**config.mk**
```make
export PLATFORM = sky130hd
export DESIGN_NAME = ust_fifo
export DESIGN_NICKNAME = d
export VERILOG_FILES = /design/src/rtl/core/ust_pkg.sv /design/src/rtl/core/ust_fifo.sv
export SDC_FILE = /design/constraint.sdc
export NUM_CORES = 1
export LEC_CHECK = 0
export BUFFER_PORTS_ARGS = -buffer_cell sky130_fd_sc_hd__buf_2
export CAP_MARGIN = 20
export CORE_AREA = 4 4 99 101
export CTS_CLUSTER_SIZE = 12
export DETAILED_ROUTE_END_ITERATION = 6
export DIE_AREA = 0 0 103 105
export PLACE_DENSITY = 0.61
export SLEW_MARGIN = 25
export SYNTH_ARGS = -nofsm -noshare
export SYNTH_HDL_FRONTEND = slang
export SYNTH_SLANG_ARGS = --single-unit
```
**constraint.sdc**
```tcl
create_clock -name clk_i -period 3.57 [get_ports clk_i]
set_clock_uncertainty 0.05 [all_clocks]
set_input_delay 0.5355 -clock clk_i [delete_from_list [all_inputs] [get_ports clk_i]]
set_output_delay 0.5355 -clock clk_i [all_outputs]
set_load 0.05 [all_outputs]
```
**src/rtl/core/ust_pkg.sv**
```systemverilog
package ust_pkg;

  localparam int CNT_W      = 11;
  localparam int RAD_W      = 16;
  localparam int IDX_W      = 21;
  localparam int POS_W      = 17;
  localparam int NRM_W      = 16;
  localparam int TEX_W      = 17;
  localparam int QUO_W      = 17;
  localparam int NUM_W      = 28;
  localparam int Z_W        = 31;
  localparam int P_W        = 34;
  localparam int TRIG_W     = 32;
  localparam int PROD_W     = 64;
  localparam int SIN_LAT    = 14;
  localparam int CFG_IDX_W  = 2;
  localparam int CFG_DATA_W = 16;
  localparam int Q_DEPTH    = 4;
  localparam int Q_AW       = 2;

  localparam logic [CFG_IDX_W-1:0] CFG_RADIUS  = 2'd0;
  localparam logic [CFG_IDX_W-1:0] CFG_SECTORS = 2'd1;
  localparam logic [CFG_IDX_W-1:0] CFG_STACKS  = 2'd2;

  localparam logic [RAD_W-1:0] RADIUS_RST  = 16'd256;
  localparam logic [CNT_W-1:0] SECTORS_RST = 11'd32;
  localparam logic [CNT_W-1:0] STACKS_RST  = 11'd16;

  localparam logic ACT_VERTEX = 1'b0;
  localparam logic ACT_QUAD   = 1'b1;

  localparam logic [Z_W-1:0] Z_ONE = 31'h4000_0000;

  localparam logic signed [P_W-1:0] K1  = 34'sd1686629713;
  localparam logic signed [P_W-1:0] K3  = -34'sd693598669;
  localparam logic signed [P_W-1:0] K5  = 34'sd85569306;
  localparam logic signed [P_W-1:0] K7  = -34'sd5026995;
  localparam logic signed [P_W-1:0] K9  = 34'sd172272;
  localparam logic signed [P_W-1:0] K11 = -34'sd3864;

  typedef enum logic [1:0] {
    KIND_VERTEX,
    KIND_QUAD,
    KIND_ERROR
  } kind_e;

  typedef struct packed {
    logic [RAD_W-1:0] radius;
    logic [CNT_W-1:0] sectors;
    logic [CNT_W-1:0] stacks;
  } cfg_t;

  typedef struct packed {
    kind_e            kind;
    logic [CNT_W-1:0] stack;
    logic [CNT_W-1:0] sector;
  } entry_t;

  // Divide by 2^sh, round to nearest, ties away from zero.
  function automatic logic signed [PROD_W-1:0] rdiv(input logic signed [PROD_W-1:0] a,
                                                    input int unsigned sh);
    logic [PROD_W-1:0] m;
    m = a[PROD_W-1] ? (~a + 64'd1) : a;
    m = (m + (64'd1 << (sh - 1))) >> sh;
    return a[PROD_W-1] ? -$signed(m) : $signed(m);
  endfunction

  function automatic logic signed [NRM_W-1:0] sat16(input logic signed [PROD_W-1:0] v);
    if (v > 64'sd32767) return 16'sh7FFF;
    if (v < -64'sd32768) return 16'sh8000;
    return v[NRM_W-1:0];
  endfunction

  // Horner coefficient added after step s.
  function automatic logic signed [P_W-1:0] sin_coef(input int unsigned s);
    case (s)
      1:       return K9;
      2:       return K7;
      3:       return K5;
      4:       return K3;
      default: return K1;
    endcase
  endfunction

endpackage

```
**src/rtl/core/ust_fifo.sv**
```systemverilog
module ust_fifo (
  input  logic            clk_i,
  input  logic            rst_ni,
  input  logic            push_i,
  input  ust_pkg::entry_t entry_i,
  input  logic            pop_i,
  output ust_pkg::entry_t head_o,
  output logic            empty_o,
  output logic            full_o
);
  import ust_pkg::*;

  entry_t          mem_q [Q_DEPTH];
  logic [Q_AW-1:0] wr_ptr_q, rd_ptr_q;
  logic [Q_AW:0]   cnt_q;

  always_ff @(posedge clk_i or negedge rst_ni) begin
    if (!rst_ni) begin
      wr_ptr_q <= '0;
      rd_ptr_q <= '0;
      cnt_q    <= '0;
    end else begin
      if (push_i) wr_ptr_q <= wr_ptr_q + 1'b1;
      if (pop_i) rd_ptr_q <= rd_ptr_q + 1'b1;
      if (push_i && !pop_i) cnt_q <= cnt_q + 1'b1;
      else if (pop_i && !push_i) cnt_q <= cnt_q - 1'b1;
    end
  end

  always_ff @(posedge clk_i) begin
    if (push_i) mem_q[wr_ptr_q] <= entry_i;
  end

  assign head_o  = mem_q[rd_ptr_q];
  assign empty_o = (cnt_q == '0);
  assign full_o  = (cnt_q == (Q_AW+1)'(Q_DEPTH));

endmodule

```
=== Word-level counts from Yosys, hierarchy flattened ===
Memories as Yosys holds them, arrays and structs flattened.
Cells that the tools add are included.

* Latch bits: 0
* Word-level logic and storage cells: 19
* ROM bits: 0
* Output and inout port bits: 26
* Input bits: 28
* Memories: 1
* Bits in writable memories: 96
* Flip-flop bits (word level): 7

* Mux-type cells: 4
* Order comparisons: 0
* Bitwise gates (word level): 0
* $add $sub $neg: 4
* Eq/ne operators: 1
* Divide/modulo/power cells: 0
* Multiply operators: 0
* Shifts and indexed selects: 0
* Reductions and logical operators: 6

{| class="wikitable"
|+ Memory list
! memory !! words !! width !! read ports !! clocked after memory_dff !! write ports !! RTL line !! text
|-
| mem_q || 4 || 24 || 1 || 0 || 1 || ust_fifo.sv:13 || <nowiki>entry_t mem_q [Q_DEPTH];</nowiki>
|}

{| class="wikitable"
|+ Operator list
! kind !! number
|-
| $mux W3 || 2
|-
| $add A2 B1 Y2 const B || 2
|-
| $add A3 B1 Y3 const B || 1
|-
| $eq A3 B3 Y1 const B || 1
|-
| $logic_not A3 Y1 || 1
|-
| $sub A3 B1 Y3 const B || 1
|-
| $logic_and A1 B1 Y1 || 2
|-
| $logic_not A1 Y1 || 2
|-
| $mux W1 || 2
|-
| $reduce_bool A2 Y1 || 1
|}

=== Logic depth before layout (Yosys ltp) ===
Gate-level depths: netlist of the first run.

* Depth after elaboration: 4
* Gate-level depth with buffers: 7
* Gate-level depth less buffers: 7

=== Worst setup path before layout of the first run ===
Ideal clock, no wire load.

* Path kind: reg2out
* From: register cnt_q[0]
* To: output port full_o
* Required time: 2,984 ps
* Setup slack: 1,385 ps
* Buffers on the path: 0
* Arrival: 1,599 ps
* Cell stages (with the launch flop): 2
* Path through: dfrtp_1 > nor3b_1

* Cells in the longest elaborated chain, start to end: 1

{| class="wikitable"
|+ RTL lines
! element !! RTL line !! text
|-
| from (decl) || ust_fifo.sv:15 || <nowiki>logic [Q_AW:0] cnt_q;</nowiki>
|-
| from (signal assigned) || ust_fifo.sv:25 || <nowiki>if (push_i && !pop_i) cnt_q <= cnt_q + 1'b1;</nowiki>
|-
| from (signal assigned) || ust_fifo.sv:26 || <nowiki>else if (pop_i && !push_i) cnt_q <= cnt_q - 1'b1;</nowiki>
|-
| $eq A3 B3 Y1 || ust_fifo.sv:36 || <nowiki>assign full_o = (cnt_q == (Q_AW+1)'(Q_DEPTH));</nowiki>
|-
| to (decl) || ust_fifo.sv:9 || <nowiki>output logic full_o</nowiki>
|}

No other way between the ends.

==> impl_metrics.ini, run 1 <==
[route]
ant_nets = 0
totalWireLength_um = 6310
vias = 1699
drc = 0
dr.pass1.iters = 4
via_per_inst = 4.98
wl_per_cell_um = 18.5
drt_iter0_drc = 63

[final_layout]
syn_to_final_growth_pct = 15.5
final_area_mm2 = 0.00451
fin_nets = 259
seqCellArea_mm2 = 0.00306
layout-drive-gt1-share = 0.409
nFillCells = 754
multiInputGateArea_um2 = 763
antennaDiodeCount = 0

[floorplanning]
rows = 35
core-area_mm2 = 0.00902
start_util = 0.433
ios = 54
dieArea_mm2 = 0.0108
dieHeight_um = 105
die-width_um = 103

[worst_setup_path]
crit_chain = mux4_1 -> buf_2
end_kind = output port
critical-path-top-delay-family = flip-flops
cp.buffers_inverters = 1
critPathLaunchType = register
critPathKind = reg2out
critPathMaxFanout = 25
slowest_stage = dfrtp_2
arrival_ns = 2.17
critPathRequiredTime_ns = 2.98
worst_path_largest_cell_delay_ns = 0.93

[grt]
globalRouteOverflowTotal = 0
grtUsageTotal = 0.127
grt_max_degree = 26
grt_pass1_vias = 1855
antenna_found_initial = 0
grt_first_pass_wirelength_um = 9870

[outcome]
status = finished clean

[clock_tree]
clockRootBuffer = clkbuf_8
clock_latency_ns = 0.35
clkSinkCount = 103
clk_path_buf_depth = 2
clkTransAtPathRegs_ns = 0.09
tritoncts = done
numCtsBuffers = 9
ctsHtreeMaxLevel = 3

[job]
max_cap_viol_count = 0

[synthesis]
ys_top_cells_by_count = 96 x edfxtp_1, 18 x mux4_2, 7 x dfrtp_1, 6 x mux4_1, 5 x ha_1
synth_edf_count = 96
synth_flop_cell = edfxtp_1
synth_seq_area_share = 0.784
syn_area_mm2 = 0.00390
synth_top_area_cell = edfxtp_1
ys_types = 19
synthMostInstantiatedCell = edfxtp_1
synth.area.top_cells = edfxtp_1 74%, mux4_2 10%, dfrtp_1 4.5%
ys_warn_count = 0
yosys_register_bits = 103
synth_top_area_share = 0.739
async_flop_share = 0.0680
synth_area_per_cell_um2 = 24.4
synth_nets = 194
syn_inst = 160

[timing]
rsz0062_at_grt = no
relSlewSlack = 0.439
fmax_ghz = 0.363
worstMarginPinSlew_ns = 0.841
maxSlewViolCount = 0
hold_viol_final = 0
finalSetupTns_ns = 0
setup_viol = 0
fin_crit_ns = 2.76
period_share = 0.773

[place]
dpl.hpwl_um = 3950
place_area_mm2 = 0.00429
port-buffer-count = 53
place_congestion = 0.639

[hold_path]
min_path_type = in2reg

[power]
power_density_mw_per_mm2 = 895
ir_worst_vdd_mv = 0.506
leakage_uw = 0.00160
==> sequential cells by signal, summed over array words and instances (netlist names) <==
name and count:
rd_ptr_q 2, mem_q 96, cnt_q 3, wr_ptr_q 2
==> routing by layer <==
| layer | part of all wire | global-route usage | up-vias |
|---|---|---|---|
| met5 | 0 | 0 | - |
| met4 | 0.015 | 0.0527 | 0 |
| met3 | 0.037 | 0.0267 | 8 |
| met2 | 0.53 | 0.208 | 34 |
| met1 | 0.42 | 0.163 | 870 |
| li1 | - | - | 787 |
==> cell usage in the layout (no fill, tap or decap), drive strengths merged <==
master       synthesis  layout
fa                   1       1
xnor2                2       2
nor3                 1       1
edfxtp              96      96
nor2                 1       1
clkinvlp             0       2
dlygate4sd3          0       1
buf                  6      59
dfrtp                7       7
nor3b                1       1
ha                   5       5
clkbuf               0      10
bufinv               0       2
xor2                 4       4
mux2                 1       1
inv                  4       4
o21ai                1       1
and2                 4       4
nand2                2       2
clkinv               0       2
mux4                24      24
==> power by group <==
group / total [µW] / internal (µW) / switching [µW]
clock network: 762 / 393 / 370
registers: 1760 / 1590 / 177
logic: 1510 / 491 / 1020
==> cells by family after synthesis <==
| logic type | after synthesis | synth area share |
|---|---|---|
| AOI/OAI and AO/OA | 1 | 0.00128 |
| DFF | 103 | 0.784 |
| buffers and inverters | 10 | 0.0208 |
| and+or+nand+nor | 9 | 0.0125 |
| adders and majority gates | 6 | 0.0212 |
| xor gates and xnor gates | 6 | 0.0135 |
| muxes | 25 | 0.147 |
==> area by class of cell <==
type                       instances  area share
clock buffer                      10      0.0283
clock inverter                     6      0.0189
inverter                           4     0.00333
multi-input combinational         47       0.169
sequential                       103       0.678
tap                              111      0.0308
timing repair buffer              60      0.0710
==> path summary, 6_finish.rpt <==
kind,startpoint,end,slack (ns),cells past startpoint
min,pop_i,rd_ptr_q[0],0.34,2
max,rd_ptr_q[0],head_o[20],0.81,2
max in group asynchronous,rst_ni,rd_ptr_q[0],2.81,2
min in group asynchronous,rst_ni,cnt_q[2],0.49,2
min reg2reg,cnt_q[2],cnt_q[2],0.44,1
max reg2reg,wr_ptr_q[1],mem_q[1][4],1.65,4
==> metrics by stage <==
stage	cells	util	setup slack [ns]	hold WS (ns)	power [µW]
final	341	0.500	0.812	0.337	4040
after global routing	341	0.500	0.649	0.327	4250
after CTS	341	0.500	0.732	0.318	4110
after detailed placement	324	0.475	1.13	0.331	3340
after global placement	324	0.475	1.15	0.333	3330
after floorplan	160	-	1.39	0.190	3020
==> what timing repair did <==
action | 4_1_cts | 5_1_grt
hold endpoints to repair | 7 | 0
resized for setup | 0 | 0
setup endpoints to repair | 0 | 0
setup buffers | 0 | 0
hold buffers | 1 | 0
(Power assumes the default switching activity.)
==> inputs of run 2 (changes only) <==
==> constraint.sdc (replaced) <==
create_clock -name clk_i -period 2.81 [get_ports clk_i]
set_clock_uncertainty 0.05 [all_clocks]
set_input_delay 0.4215 -clock clk_i [delete_from_list [all_inputs] [get_ports clk_i]]
set_output_delay 0.4215 -clock clk_i [all_outputs]
set_load 0.05 [all_outputs]
==> impl_metrics.ini, run 2 (synthesized netlist as in run 1, its figures left out) <==
[grt]
grtUsageTotal = 0.134
antenna_found_initial = 0
grt_max_degree = 21
grt_first_pass_wirelength_um = 10500
globalRouteOverflowTotal = 0
grt_pass1_vias = 1892

[worst_setup_path]
arrival_ns = 1.91
rr_worst_depth = 4
critical-path-top-delay-family = multiplexers
worstSetupPathDepth = 3
slowest_stage = mux4_1
crit_chain = buf_4 -> mux4_1 -> buf_2
end_kind = output port
critPathRequiredTime_ns = 2.34
worst_path_largest_cell_delay_ns = 0.57
regToRegSetupSlack_ns = 1.02
critPathKind = reg2out
critPathMaxFanout = 12
critPathLaunchType = register
cp.buffers_inverters = 2

[outcome]
status = finished clean

[final_layout]
fin_nets = 261
layout-drive-gt1-share = 0.418
syn_to_final_growth_pct = 16.9
utilization = 0.506
final_cells = 343
largest_register_ffs = 96
top_regs = mem_q x96, cnt_q x3
largest-register = mem_q
antennaDiodeCount = 0
layout_commonest_cell = edfxtp_1
layout_common_cells = 96 x edfxtp_1, 53 x buf_2, 18 x mux4_2

[power]
power_density_mw_per_mm2 = 1140
p_seq_frac = 0.411
ir_worst_vdd_mv = 0.428
leakage_uw = 0.00162
p_int_uw = 3120
switching_share = 0.399
pwr-share-comb = 0.403
p_sw_uw = 2070
p_clk_frac = 0.186

[clock_tree]
clkSinkCount = 103
clock_latency_ns = 0.36
tritoncts = done
clkTransAtPathRegs_ns = 0.11
numCtsBuffers = 9
clk_path_buf_depth = 2
ctsHtreeMaxLevel = 3
clockRootBuffer = clkbuf_8
cts-resized-gates = 0

[timing]
hold_ws_ns = 0.211
hold_viol_final = 0
rsz0062_at_grt = no
period_share = 0.849
fmax_ghz = 0.419
worstMarginPinSlew_ns = 0.644
finalSetupTns_ns = 0
relSlewSlack = 0.570
setup_viol = 0
maxSlewViolCount = 0
fin_crit_ns = 2.38
fin_ws_ns = 0.426

[place]
dp.cells = 326
port-buffer-count = 53
place_congestion = 0.682
place_ws_ns = 0.788
dpl.hpwl_um = 4440

[route]
ant_nets = 0
wl_per_cell_um = 19.4
drc = 0
via_per_inst = 5.08
totalWireLength_um = 6640
drt_iter0_drc = 60
dr.pass1.iters = 4
vias = 1742

[floorplanning]
dieHeight_um = 105
dieArea_mm2 = 0.0108
start_util = 0.433
rows = 35
die-width_um = 103
ios = 54
core-area_mm2 = 0.00902

[hold_path]
hold_depth = 1
min_path_type = in2reg

[job]
max_cap_viol_count = 0
==> run 2: cell types whose count changed in the layout (fill, tap and decap cells not counted) <==
cell | previous run | this run
buf_4 | 6 | 5
clkbuf_1 | 1 | 0
clkinv_8 | 0 | 1
inv_6 | 0 | 3
clkinv_2 | 2 | 0
bufinv_16 | 2 | 1
buf_12 | 0 | 3
==> run 2: per-stage QoR <==
stage / instance area, µm² / power (µW)
3_3_place_gp: 4340 / 4290
4_1_cts: 4560 / 5250
2_1_floorplan: 3900 / 3840
3_5_place_dp: 4340 / 4310
6_report: 4560 / 5190
5_1_grt: 4560 / 5430
==> run 2: final timing paths <==
| kind | from | to |
|---|---|---|
| worst max-delay path | rd_ptr_q[0] | head_o[22] |
| worst min-delay path | entry_i[0] | mem_q[0][0] |
| worst max register to register | wr_ptr_q[0] | mem_q[0][19] |
| worst min register to register | cnt_q[2] | cnt_q[2] |
| max in group asynchronous | rst_ni | rd_ptr_q[0] |
| min in group asynchronous | rst_ni | cnt_q[1] |
==> run 2: area by class of cell <==
type | count | area (µm²)
Sequential cell | 103 | 3060
Fill cell | 753 | 4460
Timing Repair Buffer | 62 | 373
Multi-Input combinational cell | 47 | 763
Clock buffer | 9 | 124
Inverter | 4 | 15.0
Clock inverter | 7 | 87.6
Tap cell | 111 | 139
==> run 2: power by group through the flow <==
stage          sequential (µW)  clock, µW  combinational, µW
2_1_floorplan             2120          0               1720
3_3_place_gp              2160          0               2130
3_5_place_dp              2170          0               2140
4_1_cts                   2140        980               2140
5_1_grt                   2160       1050               2220
6_report                  2130        964               2090
==> run 2: repair_timing <==
action	in CTS	in global routing
hold endpoints to repair	7	0
hold buffers	1	0
setup buffers	0	0
==> run 2: per-layer routing <==
layer	up-vias	wire length [µm]	track usage
met5	-	0	0
met4	0	99	0.0527
met3	11	308	0.0374
met2	36	3430	0.216
met1	898	2800	0.171
li1	797	-	-
