===== src/rtl/core/ust_pkg.sv =====
package ust_pkg;

  localparam int CNT_W      = 11;
  localparam int RAD_W      = 16;
  localparam int IDX_W      = 21;
  localparam int POS_W      = 17;
  localparam int NRM_W      = 16;
  localparam int TEX_W      = 17;
  localparam int QUO_W      = 17;
  localparam int NUM_W      = 28;
  localparam int Z_W        = 31;
  localparam int P_W        = 34;
  localparam int TRIG_W     = 32;
  localparam int PROD_W     = 64;
  localparam int SIN_LAT    = 14;
  localparam int CFG_IDX_W  = 2;
  localparam int CFG_DATA_W = 16;
  localparam int Q_DEPTH    = 4;
  localparam int Q_AW       = 2;

  localparam logic [CFG_IDX_W-1:0] CFG_RADIUS  = 2'd0;
  localparam logic [CFG_IDX_W-1:0] CFG_SECTORS = 2'd1;
  localparam logic [CFG_IDX_W-1:0] CFG_STACKS  = 2'd2;

  localparam logic [RAD_W-1:0] RADIUS_RST  = 16'd256;
  localparam logic [CNT_W-1:0] SECTORS_RST = 11'd32;
  localparam logic [CNT_W-1:0] STACKS_RST  = 11'd16;

  localparam logic ACT_VERTEX = 1'b0;
  localparam logic ACT_QUAD   = 1'b1;

  localparam logic [Z_W-1:0] Z_ONE = 31'h4000_0000;

  localparam logic signed [P_W-1:0] K1  = 34'sd1686629713;
  localparam logic signed [P_W-1:0] K3  = -34'sd693598669;
  localparam logic signed [P_W-1:0] K5  = 34'sd85569306;
  localparam logic signed [P_W-1:0] K7  = -34'sd5026995;
  localparam logic signed [P_W-1:0] K9  = 34'sd172272;
  localparam logic signed [P_W-1:0] K11 = -34'sd3864;

  typedef enum logic [1:0] {
    KIND_VERTEX,
    KIND_QUAD,
    KIND_ERROR
  } kind_e;

  typedef struct packed {
    logic [RAD_W-1:0] radius;
    logic [CNT_W-1:0] sectors;
    logic [CNT_W-1:0] stacks;
  } cfg_t;

  typedef struct packed {
    kind_e            kind;
    logic [CNT_W-1:0] stack;
    logic [CNT_W-1:0] sector;
  } entry_t;

  // Divide by 2^sh, round to nearest, ties away from zero.
  function automatic logic signed [PROD_W-1:0] rdiv(input logic signed [PROD_W-1:0] a,
                                                    input int unsigned sh);
    logic [PROD_W-1:0] m;
    m = a[PROD_W-1] ? (~a + 64'd1) : a;
    m = (m + (64'd1 << (sh - 1))) >> sh;
    return a[PROD_W-1] ? -$signed(m) : $signed(m);
  endfunction

  function automatic logic signed [NRM_W-1:0] sat16(input logic signed [PROD_W-1:0] v);
    if (v > 64'sd32767) return 16'sh7FFF;
    if (v < -64'sd32768) return 16'sh8000;
    return v[NRM_W-1:0];
  endfunction

  // Horner coefficient added after step s.
  function automatic logic signed [P_W-1:0] sin_coef(input int unsigned s);
    case (s)
      1:       return K9;
      2:       return K7;
      3:       return K5;
      4:       return K3;
      default: return K1;
    endcase
  endfunction

endpackage


===== src/rtl/core/ust_front.sv =====
module ust_front #(
  parameter int unsigned MAX_SECTORS = 1024,
  parameter int unsigned MAX_STACKS  = 1024
) (
  input  logic                           clk_i,
  input  logic                           rst_ni,
  input  logic                           cfg_valid_i,
  output logic                           cfg_ready_o,
  input  logic [ust_pkg::CFG_IDX_W-1:0]  cfg_index_i,
  input  logic [ust_pkg::CFG_DATA_W-1:0] cfg_data_i,
  input  logic                           start_i,
  input  logic                           action_i,
  input  logic [ust_pkg::CNT_W-1:0]      stack_pos_i,
  input  logic [ust_pkg::CNT_W-1:0]      sector_pos_i,
  input  logic                           full_i,
  output logic                           push_o,
  output ust_pkg::entry_t                entry_o,
  output ust_pkg::cfg_t                  cfg_o
);
  import ust_pkg::*;

  localparam logic [CNT_W+1:0] MAX_S = (CNT_W+2)'(MAX_SECTORS);
  localparam logic [CNT_W+1:0] MAX_T = (CNT_W+2)'(MAX_STACKS);

  logic [RAD_W-1:0] radius_q;
  logic [CNT_W-1:0] sectors_q, stacks_q;
  logic [CNT_W-1:0] sc, st;

  assign cfg_ready_o = 1'b1;

  always_ff @(posedge clk_i or negedge rst_ni) begin
    if (!rst_ni) begin
      radius_q  <= RADIUS_RST;
      sectors_q <= SECTORS_RST;
      stacks_q  <= STACKS_RST;
    end else if (cfg_valid_i) begin
      unique case (cfg_index_i)
        CFG_RADIUS:  radius_q  <= cfg_data_i;
        CFG_SECTORS: sectors_q <= cfg_data_i[CNT_W-1:0];
        CFG_STACKS:  stacks_q  <= cfg_data_i[CNT_W-1:0];
        default: ;
      endcase
    end
  end

  // Clamp the counts to the supported grid.
  assign sc = (sectors_q == '0) ? CNT_W'(1) :
              ({2'b0, sectors_q} > MAX_S) ? MAX_S[CNT_W-1:0] : sectors_q;
  assign st = (stacks_q == '0) ? CNT_W'(1) :
              ({2'b0, stacks_q} > MAX_T) ? MAX_T[CNT_W-1:0] : stacks_q;

  assign cfg_o = '{radius: radius_q, sectors: sc, stacks: st};

  always_comb begin
    entry_o.stack  = stack_pos_i;
    entry_o.sector = sector_pos_i;
    if (action_i == ACT_QUAD) begin
      entry_o.kind = (stack_pos_i >= st || sector_pos_i >= sc) ? KIND_ERROR : KIND_QUAD;
    end else begin
      entry_o.kind = KIND_VERTEX;
      if (stack_pos_i > st) entry_o.stack = st;
      if (sector_pos_i > sc) entry_o.sector = sc;
    end
  end

  assign push_o = start_i && !full_i;

endmodule


===== config.mk =====
export PLATFORM = sky130hd
export DESIGN_NAME = ust_front
export DESIGN_NICKNAME = d
export VERILOG_FILES = /design/src/rtl/core/ust_pkg.sv /design/src/rtl/core/ust_front.sv
export SDC_FILE = /design/constraint.sdc
export NUM_CORES = 1
export LEC_CHECK = 0
export BUFFER_PORTS_ARGS = -buffer_cell sky130_fd_sc_hd__clkbuf_2
export CORE_UTILIZATION = 30
export DETAILED_ROUTE_END_ITERATION = 6
export HOLD_SLACK_MARGIN = 0.03
export PLACE_DENSITY_LB_ADDON = 0.25
export SLEW_MARGIN = 30
export SYNTH_ARGS = -nofsm -noshare
export SYNTH_HDL_FRONTEND = slang
export SYNTH_SLANG_ARGS = --single-unit

===== constraint.sdc =====
create_clock -name clk_i -period 4 [get_ports clk_i]
set_clock_uncertainty 0.2 [all_clocks]
set_input_delay 0.8 -clock clk_i [delete_from_list [all_inputs] [get_ports clk_i]]
set_output_delay 0.8 -clock clk_i [all_outputs]
set_load 0.03 [all_outputs]

Yosys cells after proc, flatten, opt, wreduce, memory -nomap -nowiden
Index checks and enable logic that the tools add are counted.

Register bits after elaboration: 38. Bits in latches: 0. Memory bits (writable): 0. Bits in read-only memories: 0. Input bits: 46. Output and inout port bits: 64. Logic and storage cells: 29. Memories: 0.

Add/subtract/negate cells: 0. $mul: 0. Divide/modulo/power cells: 0. Magnitude comparators: 6. Equality and inequality tests: 2. Shifts and indexed selects: 0. Multiplexer cells: 9. Bitwise operators: 0. Reduce and logical (&&, ||, !) cells: 9.

Operator list (number): $mux W11 (6); $ge A11 B11 Y1 (2); $gt A11 B11 Y1 (2); $gt A11 B11 Y1 const B (2); $logic_not A11 Y1 (2); $mux W22 (1); $reduce_and A2 Y1 (3); $mux W2 (2); $eq A2 B1 Y1 const B (1); $eq A2 B2 Y1 const B (1); $logic_not A2 Y1 (1); $logic_and A1 B1 Y1 (1); $logic_not A1 Y1 (1); $logic_or A1 B1 Y1 (1).

Logic depth before layout (Yosys ltp)
Gate-level depths: netlist (run 1).

Word-level depth: 7. Gate-level depth with buffers: 9. Mapped depth without buffers: 9.

Worst setup path before layout (run 1)
No wires, ideal clock.

Path type: register to output. From: register sectors_q[8]. To: output port entry_o[0] (netlist name). Arrival: 2690 ps. Data required time: 3000 ps. Path slack: 310 ps. Cell stages (with the launch flop): 10. Path buffers: 0. Cell sequence: dfrtp_1 > nor4_1 > a31oi_1 > nor2_1 > ha_1 > nand3b_1 > a211oi_2 > a2111oi_4 > nor3_4 > mux2_1.

RTL lines: from (decl) (RTL line ust_front.sv:26) `logic [CNT_W-1:0] sectors_q, stacks_q;`; from (signal assigned) (RTL line ust_front.sv:39) `CFG_SECTORS: sectors_q <= cfg_data_i[CNT_W-1:0];`; to (decl) (RTL line ust_front.sv:17) `output ust_pkg::entry_t entry_o,`.

==> impl_results.md, run 1 <==
- Status: complete, no violations
- Root Driver: clkbuf_8
- Number of port buffers: 108
- # fillers: 798
- Element type at the critical path end: output pin
- Vias in the first global route: 1970
- DRC Markers: 0
- Via count: 2075
- Sequence of cells on the critical path: nor4_1 > a31oi_1 > nor2_2 > ha_1 > nand3b_1 > a211oi_2 > a2111oi_4 > nor3_4 > buf_12 > mux2_2 > clkbuf_2
- Detailed-router iteration count before antenna repair: 4
- Post-synth ARST share: 100%
- Reg2Reg Depth: 2
- Layout cells sized above 1: 57.8%
- Synth area leader: dfrtp_1
- Post-Syn Instances: 225
- Minimum clock period: 3800 ps
- # diodes: 0
- Worst Setup Start Kind: register
- Initial antenna violation count: 0
- Initial DRC Count: 82
- Clk sink count: 38
- Final WL: 5.98 mm
- WP buf/inv: 2
- Setup TNS: 0 ps
- Hold Violations, Final: 0
- Area growth, synth to finish: 35.2%
- CP max stage cell: dfstp_2
- EDFF count, synth: 0
- Count of final max-slew check failures: 0
- Reg2reg start: sectors_q[10]
- First-pass GRT wire length: 9.56 mm
- Hold_buf cts: 0
- Storage cell area: 956 µm²
- Static Leak: 1.72 nW
- GPL Wtd Cong: 0.729
- Clock power frac: 23.7%
- Syn_nets: 293
- Setup CP Type: reg2out
- Initial core utilization: 31.5%
- CP delay by family, top: compound AO/OA/AOI/OAI gates
- Max-slew headroom: 62.7%
- Internal reg-to-reg setup slack: 2830 ps
- Vias/cell: 4.68
- Max Freq: 0.263 GHz
- Pin count of the biggest net entering global routing: 39
- PD cells: 509 nW/µm²
- WP data required: 3000 ps
- Antenna Nets Post-Route: 0
- Flop pwr share: 30.5%
- Final setup viols: 0
- FP Rows: 32
- Worst-path clk slew: 80 ps
- Max Root-Sink Buffers: 2
- Period utilization: 95.0%
- Sw Share: 40.1%
- H-tree depth: 2
- Total Power: 1.70 mW
- #FFs+latches synth: 38
- Die Area: 8600 µm²
- MaxCap Viol Count: 0
- Cell variety after synth: 28
- Main synth FF type: dfrtp_1
- Mapped cell area: 2470 µm²
- WP data arrival: 2800 ps
- Synth Area per Inst: 11.0 µm²
- Register area share after synthesis: 38.7%
- CTS tree: done
- Area share of the largest cell type after synthesis: 35.5%
- Multi-input logic area: 1390 µm²
- VDD IR max: 0.344 mV
- Int Pwr: 1.02 mW
- Synth top area cells: dfrtp_1 35%, mux2_2 26%, ha_1 11%
- CTS Buf Count: 5
- Final nets: 408
- Hold/Removal Path Class: in2async
- Die height: 92.7 µm
- Comb pwr share: 45.8%
- GRT overflow: 0
- Slew @ Worst Pin: 557 ps
- Syn. warnings: 0
- Worst skew pair latency: 280 ps
- RSZ-0062 raised after global routing: no
- Die width: 92.7 µm
- Post-DR wirelength/cell: 13.5 µm
- IO Pins: 110
- CP max FO: 9
- Reg2reg end: sectors_q[10]
- Placed wire-length estimate: 4.93 mm
- Total GRT Usage: 14.1%
- Sw power: 0.681 mW
- Slowest stage delay, CP: 550 ps
- Core area: 7850 µm²
## cells by family (layout without fill, tap and decap cells)
logic type / after synthesis / count (layout) / share of synthesized area [%]
multiplexers: 58 / 58 / 26.4
AND/OR/NAND/NOR: 49 / 49 / 10.6
flip-flops: 38 / 38 / 38.7
buffers and inverters: 34 / 150 / 5.37
AO/OA/AOI/OAI: 23 / 23 / 7.65
adder cells (fa/ha/maj): 22 / 22 / 11.1
other: 1 / 1 / 0.152
## synthesized netlist by cell type, drive strengths merged, types with 6 or more instances
| master | number |
|---|---|
| a21oi | 6 |
| clkbuf | 7 |
| dfrtp | 35 |
| ha | 22 |
| inv | 25 |
| mux2 | 58 |
| nand2 | 20 |
| nor2 | 8 |
| o21ai | 6 |
## power groups by stage
| stage | Combinational [mW] | Sequential, mW | Clock, mW |
|---|---|---|---|
| global route | 0.849 | 0.530 | 0.432 |
| CTS | 0.783 | 0.514 | 0.414 |
| global placement | 0.774 | 0.518 | 0 |
| detailed placement | 0.780 | 0.521 | 0 |
| finish | 0.778 | 0.518 | 0.402 |
| floorplan | 0.493 | 0.569 | 0 |
## how the worst max path moves through the flow
stage / from / to / slack [ps] / depth (start not counted)
finish: sectors_q[5] / entry_o[9] / 200 / 11
global route: sectors_q[8] / entry_o[7] / 3 / 11
CTS: stacks_q[10] / entry_o[15] / 40 / 10
detailed placement: stack_pos_i[10] / entry_o[15] / 270 / 9
global placement: sector_pos_i[6] / entry_o[0] / 300 / 9
floorplan: sectors_q[8] / entry_o[0] / 310 / 9
## layout make-up
| type | count | area share (%) |
|---|---|---|
| clock inverters | 2 | 1.80 |
| repair inverters | 1 | 0.150 |
| flip-flops and latches | 38 | 28.6 |
| repair buffers | 116 | 18.4 |
| inverters | 25 | 2.92 |
| multi-input cells | 153 | 41.8 |
| well taps | 102 | 3.82 |
| clock buffers | 6 | 2.47 |
## placed cells by master, fill, tap and decap left out, types with 2 or more instances in the layout
master,n
bufinv_16,2
nor2_2,2
a211oi_1,2
a211oi_2,2
a21oi_1,6
buf_4,8
mux2_2,56
nand3_1,3
dfrtp_1,34
nand3b_1,4
nor3_1,2
dfstp_2,3
a31oi_1,3
a2111oi_4,2
clkbuf_2,107
o31ai_1,2
nand4_1,4
nor4_1,3
o21ai_0,5
nor2_1,6
mux2_1,2
inv_1,23
ha_1,22
nand2_1,20
nor3_4,2
clkbuf_8,6
## state kept, by name, summed over array words and instances, names as in the netlist
signal     flops
radius_q      16
sectors_q     11
stacks_q      11
## worst reg2reg max path, cell delays in order, from the launching register on
cell	delay (ps)
dfrtp_2	450
buf_4	160
mux2_2	250
## layer usage
layer / GRT usage [%] / wire length [µm]
met1: 19.0 / 2790
met2: 23.1 / 2790
met3: 3.78 / 368
met4: 2.31 / 27
met5: 0 / 0
## repair_timing
item	CTS	global route
buffers inserted	0	1
setup endpoints to repair	0	22
resized for setup	0	6
## metrics by stage
stage | area, µm² | utilization [%] | hold slack (ps) | cells | setup slack (ps)
after floorplan | 2470 | - | 302 | 225 | 310
after global placement | 3160 | 40.3 | 291 | 433 | 300
after detailed placement | 3160 | 40.3 | 298 | 433 | 274
after CTS | 3310 | 42.1 | 317 | 441 | 38.0
after global routing | 3340 | 42.5 | 302 | 443 | 2.74
final | 3340 | 42.5 | 272 | 443 | 199
Note: power is estimated with default switching activity, not from simulation.
==> inputs of run 2 (changes only) <==
- ABC_AREA: not set -> 1
==> run 2 against run 1 <==
Clock power decreased by 21%; final cell count increased by 35%; critical path type unchanged; core utilization shrank 2.5 points; worst hold slack better by 21 ps.
==> impl_results.md, run 2 <==
- Status: complete, no violations
- Clk sink count: 38 (unchanged)
- Flop pwr share: 31.9% (+1.4 points)
- Period utilization: 94.7% (-0.37 points)
- VDD IR max: 0.226 mV (-34%)
- Sequence of cells on the critical path: nor2_1 > nand3_1 > nor2_2 > nor2_4 > nor2_1 > inv_1 > ha_1 > nand2_1 > nor2_1 > nand3b_1 > buf_4 > nand4_1 > nand2_1 > clkbuf_2
- Most common cell in the netlist: nand2_1
- Vias in the first global route: 2509 (+27%)
- Worst Setup Start Kind: register
- MaxCap Viol Count: 0 (unchanged)
- CTS tree: done
- CP max FO: 10 (+1)
- FP Rows: 34 (+6.3%)
- CTS Buf Count: 5 (unchanged)
- Fin util: 40.1% (-2.5 points)
- Worst-path clk slew: 70 ps (about the same)
- Synth Area in Adders: 10.1% (-1.1 points)
- DRC Markers: 0 (unchanged)
- GRT overflow: 0 (unchanged)
- Placed wire-length estimate: 5.63 mm (+14%)
- IO Pins: 110 (unchanged)
- Syn_nets: 451 (+54%)
- EDFF count, synth: 0 (unchanged)
- Met3 Routed Length: 446 µm (+21%)
- Multiplexer share of the synthesized area: 2.06% (-24 points)
- Internal reg-to-reg setup slack: 3010 ps (+180 ps)
- Antenna Nets Post-Route: 0 (unchanged)
- Top post-synthesis cells by count: 121 x nand2_1, 59 x inv_1, 36 x o21ai_0, 35 x dfrtp_1, 32 x nor2_1
- Die width: 97.4 µm (+5.0%)
- Pin count of the biggest net entering global routing: 39 (unchanged)
- Hold/Removal Path Class: reg2reg
- Area share of the largest cell type after synthesis: 32.1% (-3.4 points)
- Static Leak: 2.03 nW (+18%)
- Number of port buffers: 108 (unchanged)
- Max FFs per register: 16 (unchanged)
- Multi-input logic area: 1500 µm² (+7.9%)
- Layout cells sized above 1: 30.5% (-27 points)
- Area growth, synth to finish: 28.6%
- Setup CP Type: reg2out
- Minimum clock period: 3790 ps (-14.8 ps)
- Sw power: 0.692 mW (+1.6%)
- Slew @ Worst Pin: 860 ps (+303 ps)
- Total Power: 1.56 mW (-8.1%)
- Sw Share: 44.3% (+4.2 points)
- #FFs+latches synth: 38 (unchanged)
- Int Pwr: 0.870 mW (-15%)
- Element type at the critical path end: output pin
- Root Driver: clkbuf_8
- Xor/xnor cell area share of the yosys netlist: 0% (unchanged)
- Main synth FF type: dfrtp_1
- Total GRT Usage: 15.5% (+1.4 points)
- Largest registers: radius_q (16), sectors_q (11), stacks_q (11)
- WL met1: 3.55 mm (+27%)
- Final setup viols: 0 (unchanged)
- Complex-gate fraction of the synthesized area: 8.25% (+0.60 points)
- Post-synth ARST share: 100% (unchanged)
- Cell variety after synth: 29 (+3.6%)
- Max Freq: 0.264 GHz (+0.39%)
- Post-Syn Instances: 383 (+70%)
- Detailed-router iteration count before antenna repair: 4 (unchanged)
- Initial core utilization: 31.2% (-0.32 points)
- Most used cell along the critical path: nor2_1
- Clock power frac: 20.4% (-3.3 points)
- Synth top area cells: dfrtp_1 32%, nand2_1 17%, ha_1 10%
- Comb pwr share: 47.7% (+1.9 points)
- Register area share after synthesis: 35.0% (-3.7 points)
- Largest Register: radius_q
- Initial antenna violation count: 0 (unchanged)
- Final WL: 7.18 mm (+20%)
- Slowest stage delay, CP: 410 ps (-140 ps)
- Hold Violations, Final: 0 (unchanged)
- Final nets: 556 (+36%)
- Via count: 2731 (+32%)
- Synth Area per Inst: 7.13 µm² (-35%)
- Count of final max-slew check failures: 0 (unchanged)
- Initial DRC Count: 69 (-16%)
- # fillers: 947 (+19%)
- First-pass GRT wire length: 12.0 mm (+26%)
- Design Area, Final: 3510 µm² (+5.2%)
- Synth area leader: dfrtp_1
- Syn. warnings: 0 (unchanged)
- WP data arrival: 2790 ps (about the same)
- Post-DR wirelength/cell: 12.0 µm (-11%)
- Max-slew headroom: 42.7% (-20 points)
- Storage cell area: 955 µm² (-0.13%)
- CP max stage cell: dfrtp_1
- Routed length on met2: 3.10 mm (+11%)
- Die Area: 9490 µm² (+10%)
- # diodes: 0 (unchanged)
- Commonest non-fill, non-tap cells in the layout: 121 x nand2_1, 107 x clkbuf_2, 59 x inv_1
- Top Layer Used: met4
- Most common cell after layout, fill and taps aside: nand2_1
- Mapped cell area: 2730 µm² (+11%)
- Setup TNS: 0 ps (unchanged)
- Placed Area: 3310 µm² (+4.7%)
- Vias/cell: 4.57 (-2.3%)
- Core area: 8760 µm² (+12%)
- Die height: 97.4 µm (+5.0%)
- Max Root-Sink Buffers: 2 (unchanged)
- Worst skew pair latency: 280 ps (about the same)
- WP data required: 3000 ps (about the same)
- PD cells: 445 nW/µm² (-13%)
- GPL Wtd Cong: 0.836 (+15%)
- Largest family of logic cells by synthesized area: simple AND/OR/NAND/NOR gates
- H-tree depth: 2 (unchanged)
- Simple-gate area share of the yosys netlist: 32.5% (+22 points)
==> run 2: cell count changes after synthesis, moves of 16 or more <==
| cell | before | now |
|---|---|---|
| nor2_1 | 8 | 32 |
| mux2_2 | 56 | 5 |
| o21ai_0 | 5 | 36 |
| inv_1 | 25 | 59 |
| nand2_1 | 20 | 121 |
| nand4_1 | 4 | 20 |
==> run 2: power groups by stage <==
stage	sequential, mW	clock (mW)	combinational (mW)
6_report	0.498	0.318	0.745
2_1_floorplan	0.550	0	0.474
5_1_grt	0.508	0.342	0.825
3_3_place_gp	0.503	0	0.709
4_1_cts	0.499	0.328	0.719
3_5_place_dp	0.505	0	0.717
==> run 2: cell type report <==
cell class	count	area share (%)
multi-input cells	270	42.8
inverters	61	6.52
repair buffers	112	16.6
flip-flops and latches	38	27.2
clock buffers	7	2.17
clock inverters	1	0.855
well taps	108	3.85
==> run 2: kinds of logic after synthesis <==
group                    Yosys count
multiplexers                       5
flip-flops                        38
adder cells (fa/ha/maj)           22
other                              1
AO/OA/AOI/OAI                     44
AND/OR/NAND/NOR                  197
buffers and inverters             76
==> run 2: worst paths after layout <==
kind	start	end	depth (start not counted)
setup / recovery	sectors_q[7]	entry_o[4]	14
hold / removal	radius_q[6]	radius_q[6]	2
setup reg to reg	stacks_q[4]	stacks_q[4]	2
hold reg to reg	radius_q[6]	radius_q[6]	2
max in group asynchronous	rst_ni	stacks_q[7]	1
min in group asynchronous	rst_ni	radius_q[5]	1
==> run 2: what timing repair did <==
action	in CTS	in global routing
endpoints found under the setup margin	8	24
hold buffers	0	0
pin swaps	1	1
buffers inserted	1	2
cloned	0	1
resized for setup	0	11
==> run 2: through the flow <==
| step | instances | hold slack, ps | setup slack (ps) |
|---|---|---|---|
| after floorplan | 383 | 275 | 193 |
| after global placement | 585 | 270 | 306 |
| after detailed placement | 585 | 279 | 311 |
| after CTS | 594 | 297 | 68.9 |
| after global routing | 597 | 323 | -9.46 |
| final | 597 | 293 | 213 |
==> run 2: routing by layer <==
metal	vias up	track usage [%]
met5	-	0
met4	0	4.07
met3	5	3.02
met2	94	25.2
met1	1213	21.1
li1	1419	-
==> run 2: critical path: cells and delay by family, from the launching register on <==
kind | cells | cell delay, ps
flip-flops | 1 | 410
adder cells (fa/ha/maj) | 1 | 280
buffers and inverters | 3 | 530
AND/OR/NAND/NOR | 10 | 1280
==> inputs of run 3 (changes only) <==
--- a/config.mk
+++ b/config.mk
@@ -8,5 +8,7 @@
 export ABC_AREA = 1
 export BUFFER_PORTS_ARGS = -buffer_cell sky130_fd_sc_hd__clkbuf_2
+export CORE_ASPECT_RATIO = 0.5
 export CORE_UTILIZATION = 30
+export CTS_CLUSTER_DIAMETER = 60
 export DETAILED_ROUTE_END_ITERATION = 6
 export HOLD_SLACK_MARGIN = 0.03
--- a/constraint.sdc
+++ b/constraint.sdc
@@ -3,3 +3,3 @@
 set_input_delay 0.8 -clock clk_i [delete_from_list [all_inputs] [get_ports clk_i]]
 set_output_delay 0.8 -clock clk_i [all_outputs]
-set_load 0.03 [all_outputs]
+set_load 0.01 [all_outputs]
==> run 3 against run 2 <==
First-iteration DRC count grew to 2.7 times the previous value; non-clock buffer count up 1; critical path depth up 2; highest routed layer unchanged; design area grew 0.50%; largest cell class unchanged; maximum frequency grew 1.8%; worst setup slack better by 68 ps.
==> impl_results.md, run 3 (synthesized netlist as in run 2, its figures left out) <==
- Status: complete, no violations
- WP data required: 3000 ps (about the same)
- Max-slew headroom: 43.1% (+0.44 points)
- CTS Buf Count: 5 (unchanged)
- Die width: 137 µm (+41%)
- Design Area, Final: 3530 µm² (+0.50%)
- Count of final max-slew check failures: 0 (unchanged)
- Placed wire-length estimate: 6.01 mm (+6.7%)
- Initial DRC Count: 184 (+170%)
- Die Area: 9510 µm² (+0.25%)
- Slew @ Worst Pin: 853 ps (-6.66 ps)
- Die height: 69.5 µm (-29%)
- Commonest non-fill, non-tap cells in the layout: 121 x nand2_1, 107 x clkbuf_2, 59 x inv_1
- Hold Violations, Final: 0 (unchanged)
- Minimum clock period: 3720 ps (-68.2 ps)
- CP max FO: 6 (-4)
- Slack of the critical path: 282 ps (+68.2 ps)
- Initial antenna violation count: 0 (unchanged)
- Most common cell after layout, fill and taps aside: nand2_1
- Initial core utilization: 31.1% (about the same)
- Vias/cell: 4.42 (-3.4%)
- WP data arrival: 2720 ps (-70 ps)
- GRT overflow: 0 (unchanged)
- Placed Area: 3340 µm² (+0.79%)
- Final setup viols: 0 (unchanged)
- Antenna Nets Post-Route: 0 (unchanged)
- Vias in the first global route: 2419 (-3.6%)
- Max Freq: 0.269 GHz (+1.8%)
- Detailed-router iteration count before antenna repair: 4 (unchanged)
- First-pass GRT wire length: 12.2 mm (+1.5%)
- Element type at the critical path end: output pin
- Static Leak: 2.05 nW (+0.84%)
- Pin count of the biggest net entering global routing: 39 (unchanged)
- Period utilization: 93.0% (-1.7 points)
- Setup TNS: 0 ps (unchanged)
- Root Driver: clkbuf_16
- PD cells: 414 nW/µm² (-7.0%)
- VDD IR max: 0.248 mV (+9.4%)
- Core area: 8770 µm² (about the same)
- Number of port buffers: 108 (unchanged)
- Largest registers: radius_q (16), sectors_q (11), stacks_q (11)
- Via count: 2678 (-1.9%)
- Largest Register: radius_q
- Final nets: 556 (unchanged)
- H-tree depth: 2 (unchanged)
- Layout cells sized above 1: 29.4% (-1.0 points)
- Hold_buf cts: 0 (unchanged)
- MaxCap Viol Count: 0 (unchanged)
- Worst skew pair latency: 270 ps (about the same)
- Hold/Removal Path Class: reg2reg
- # diodes: 0 (unchanged)
- Post-DR wirelength/cell: 12.4 µm (+3.4%)
- Final WL: 7.53 mm (+4.9%)
- Worst Setup Start Kind: register
- Area growth, synth to finish: 29.3%
- Max FFs per register: 16 (unchanged)
- FP Rows: 24 (-29%)
- GPL Wtd Cong: 0.838 (+0.32%)
- Max Root-Sink Buffers: 2 (unchanged)
- Setup CP Type: reg2out
- Total GRT Usage: 16.4% (+0.85 points)
- CTS tree: done
- Clk sink count: 38 (unchanged)
- IO Pins: 110 (unchanged)
- Place WS: 392 ps (+80.9 ps)
- Worst-path clk slew: 50 ps (-20 ps)
- Total Power: 1.46 mW (-6.5%)
- DRC Markers: 0 (unchanged)
- WHS: 284 ps (-8.74 ps)
- RSZ-0062 raised after global routing: no
## run 3: cell count changes in the layout (fill, tap and decap cells not counted), moves of 2 or more
cell / change
buf_4: +2
clkbuf_16: +5
clkbuf_8: -4
nor2_1: +6
nor2_2: -5
## run 3: layer usage
| layer | GRT usage (%) | vias to the layer above | share of wire, % |
|---|---|---|---|
| li1 | - | 1419 | - |
| met1 | 24.6 | 1203 | 52 |
| met2 | 24.3 | 52 | 43 |
| met3 | 2.63 | 4 | 4.3 |
| met4 | 4.03 | 0 | 0.85 |
| met5 | 0 | - | 0 |
## run 3: final timing paths
check | from | endpoint | slack, ps | depth (start not counted)
max | sectors_q[6] | entry_o[23] | 280 | 16
max reg2reg | stacks_q[4] | stacks_q[4] | 2990 | 2
min | radius_q[0] | radius_q[0] | 280 | 2
min reg2reg | radius_q[0] | radius_q[0] | 280 | 2
min in group asynchronous | rst_ni | sectors_q[2] | 430 | 1
max in group asynchronous | rst_ni | stacks_q[3] | 2630 | 1
## run 3: critical path, stage by stage (launching register included)
cell and delay, ps:
dfrtp_1 400, nor2_1 140, nand3_1 120, nor2_2 110, nor2_2 70, nor2_1 250
inv_1 70, ha_1 280, nand2_1 60, nor2_1 140, nand3b_1 240, nand2_1 130
inv_1 40, nand2_1 90, nor2_1 50, nor2_1 100, clkbuf_2 160
## run 3: timing repair
item	in CTS	in global routing
gates resized for setup	0	4
endpoints found under the setup margin	0	15
setup buffers	0	2
## run 3: final cells by class
cell class                 count  area (µm²)
clock buffer                   7         143
clock inverter                 1        5.00
fill                         934        5240
inverter                      61         229
multi-input combinational    269        1470
sequential                    38         955
tap                          117         146
timing repair buffer         113         578
## run 3: metrics by stage
step,utilization [%],std cells
floorplan,-,383
global placement,38.1,596
detailed placement,38.1,596
CTS,39.8,604
global route,40.3,606
finish,40.3,606
## run 3: where the power goes
part | switching, mW | internal [mW] | leakage (nW) | total, mW
logic | 0.349 | 0.220 | 1.51 | 0.569
registers | 0.0495 | 0.452 | 0.465 | 0.501
clock network | 0.143 | 0.247 | 0.0739 | 0.390
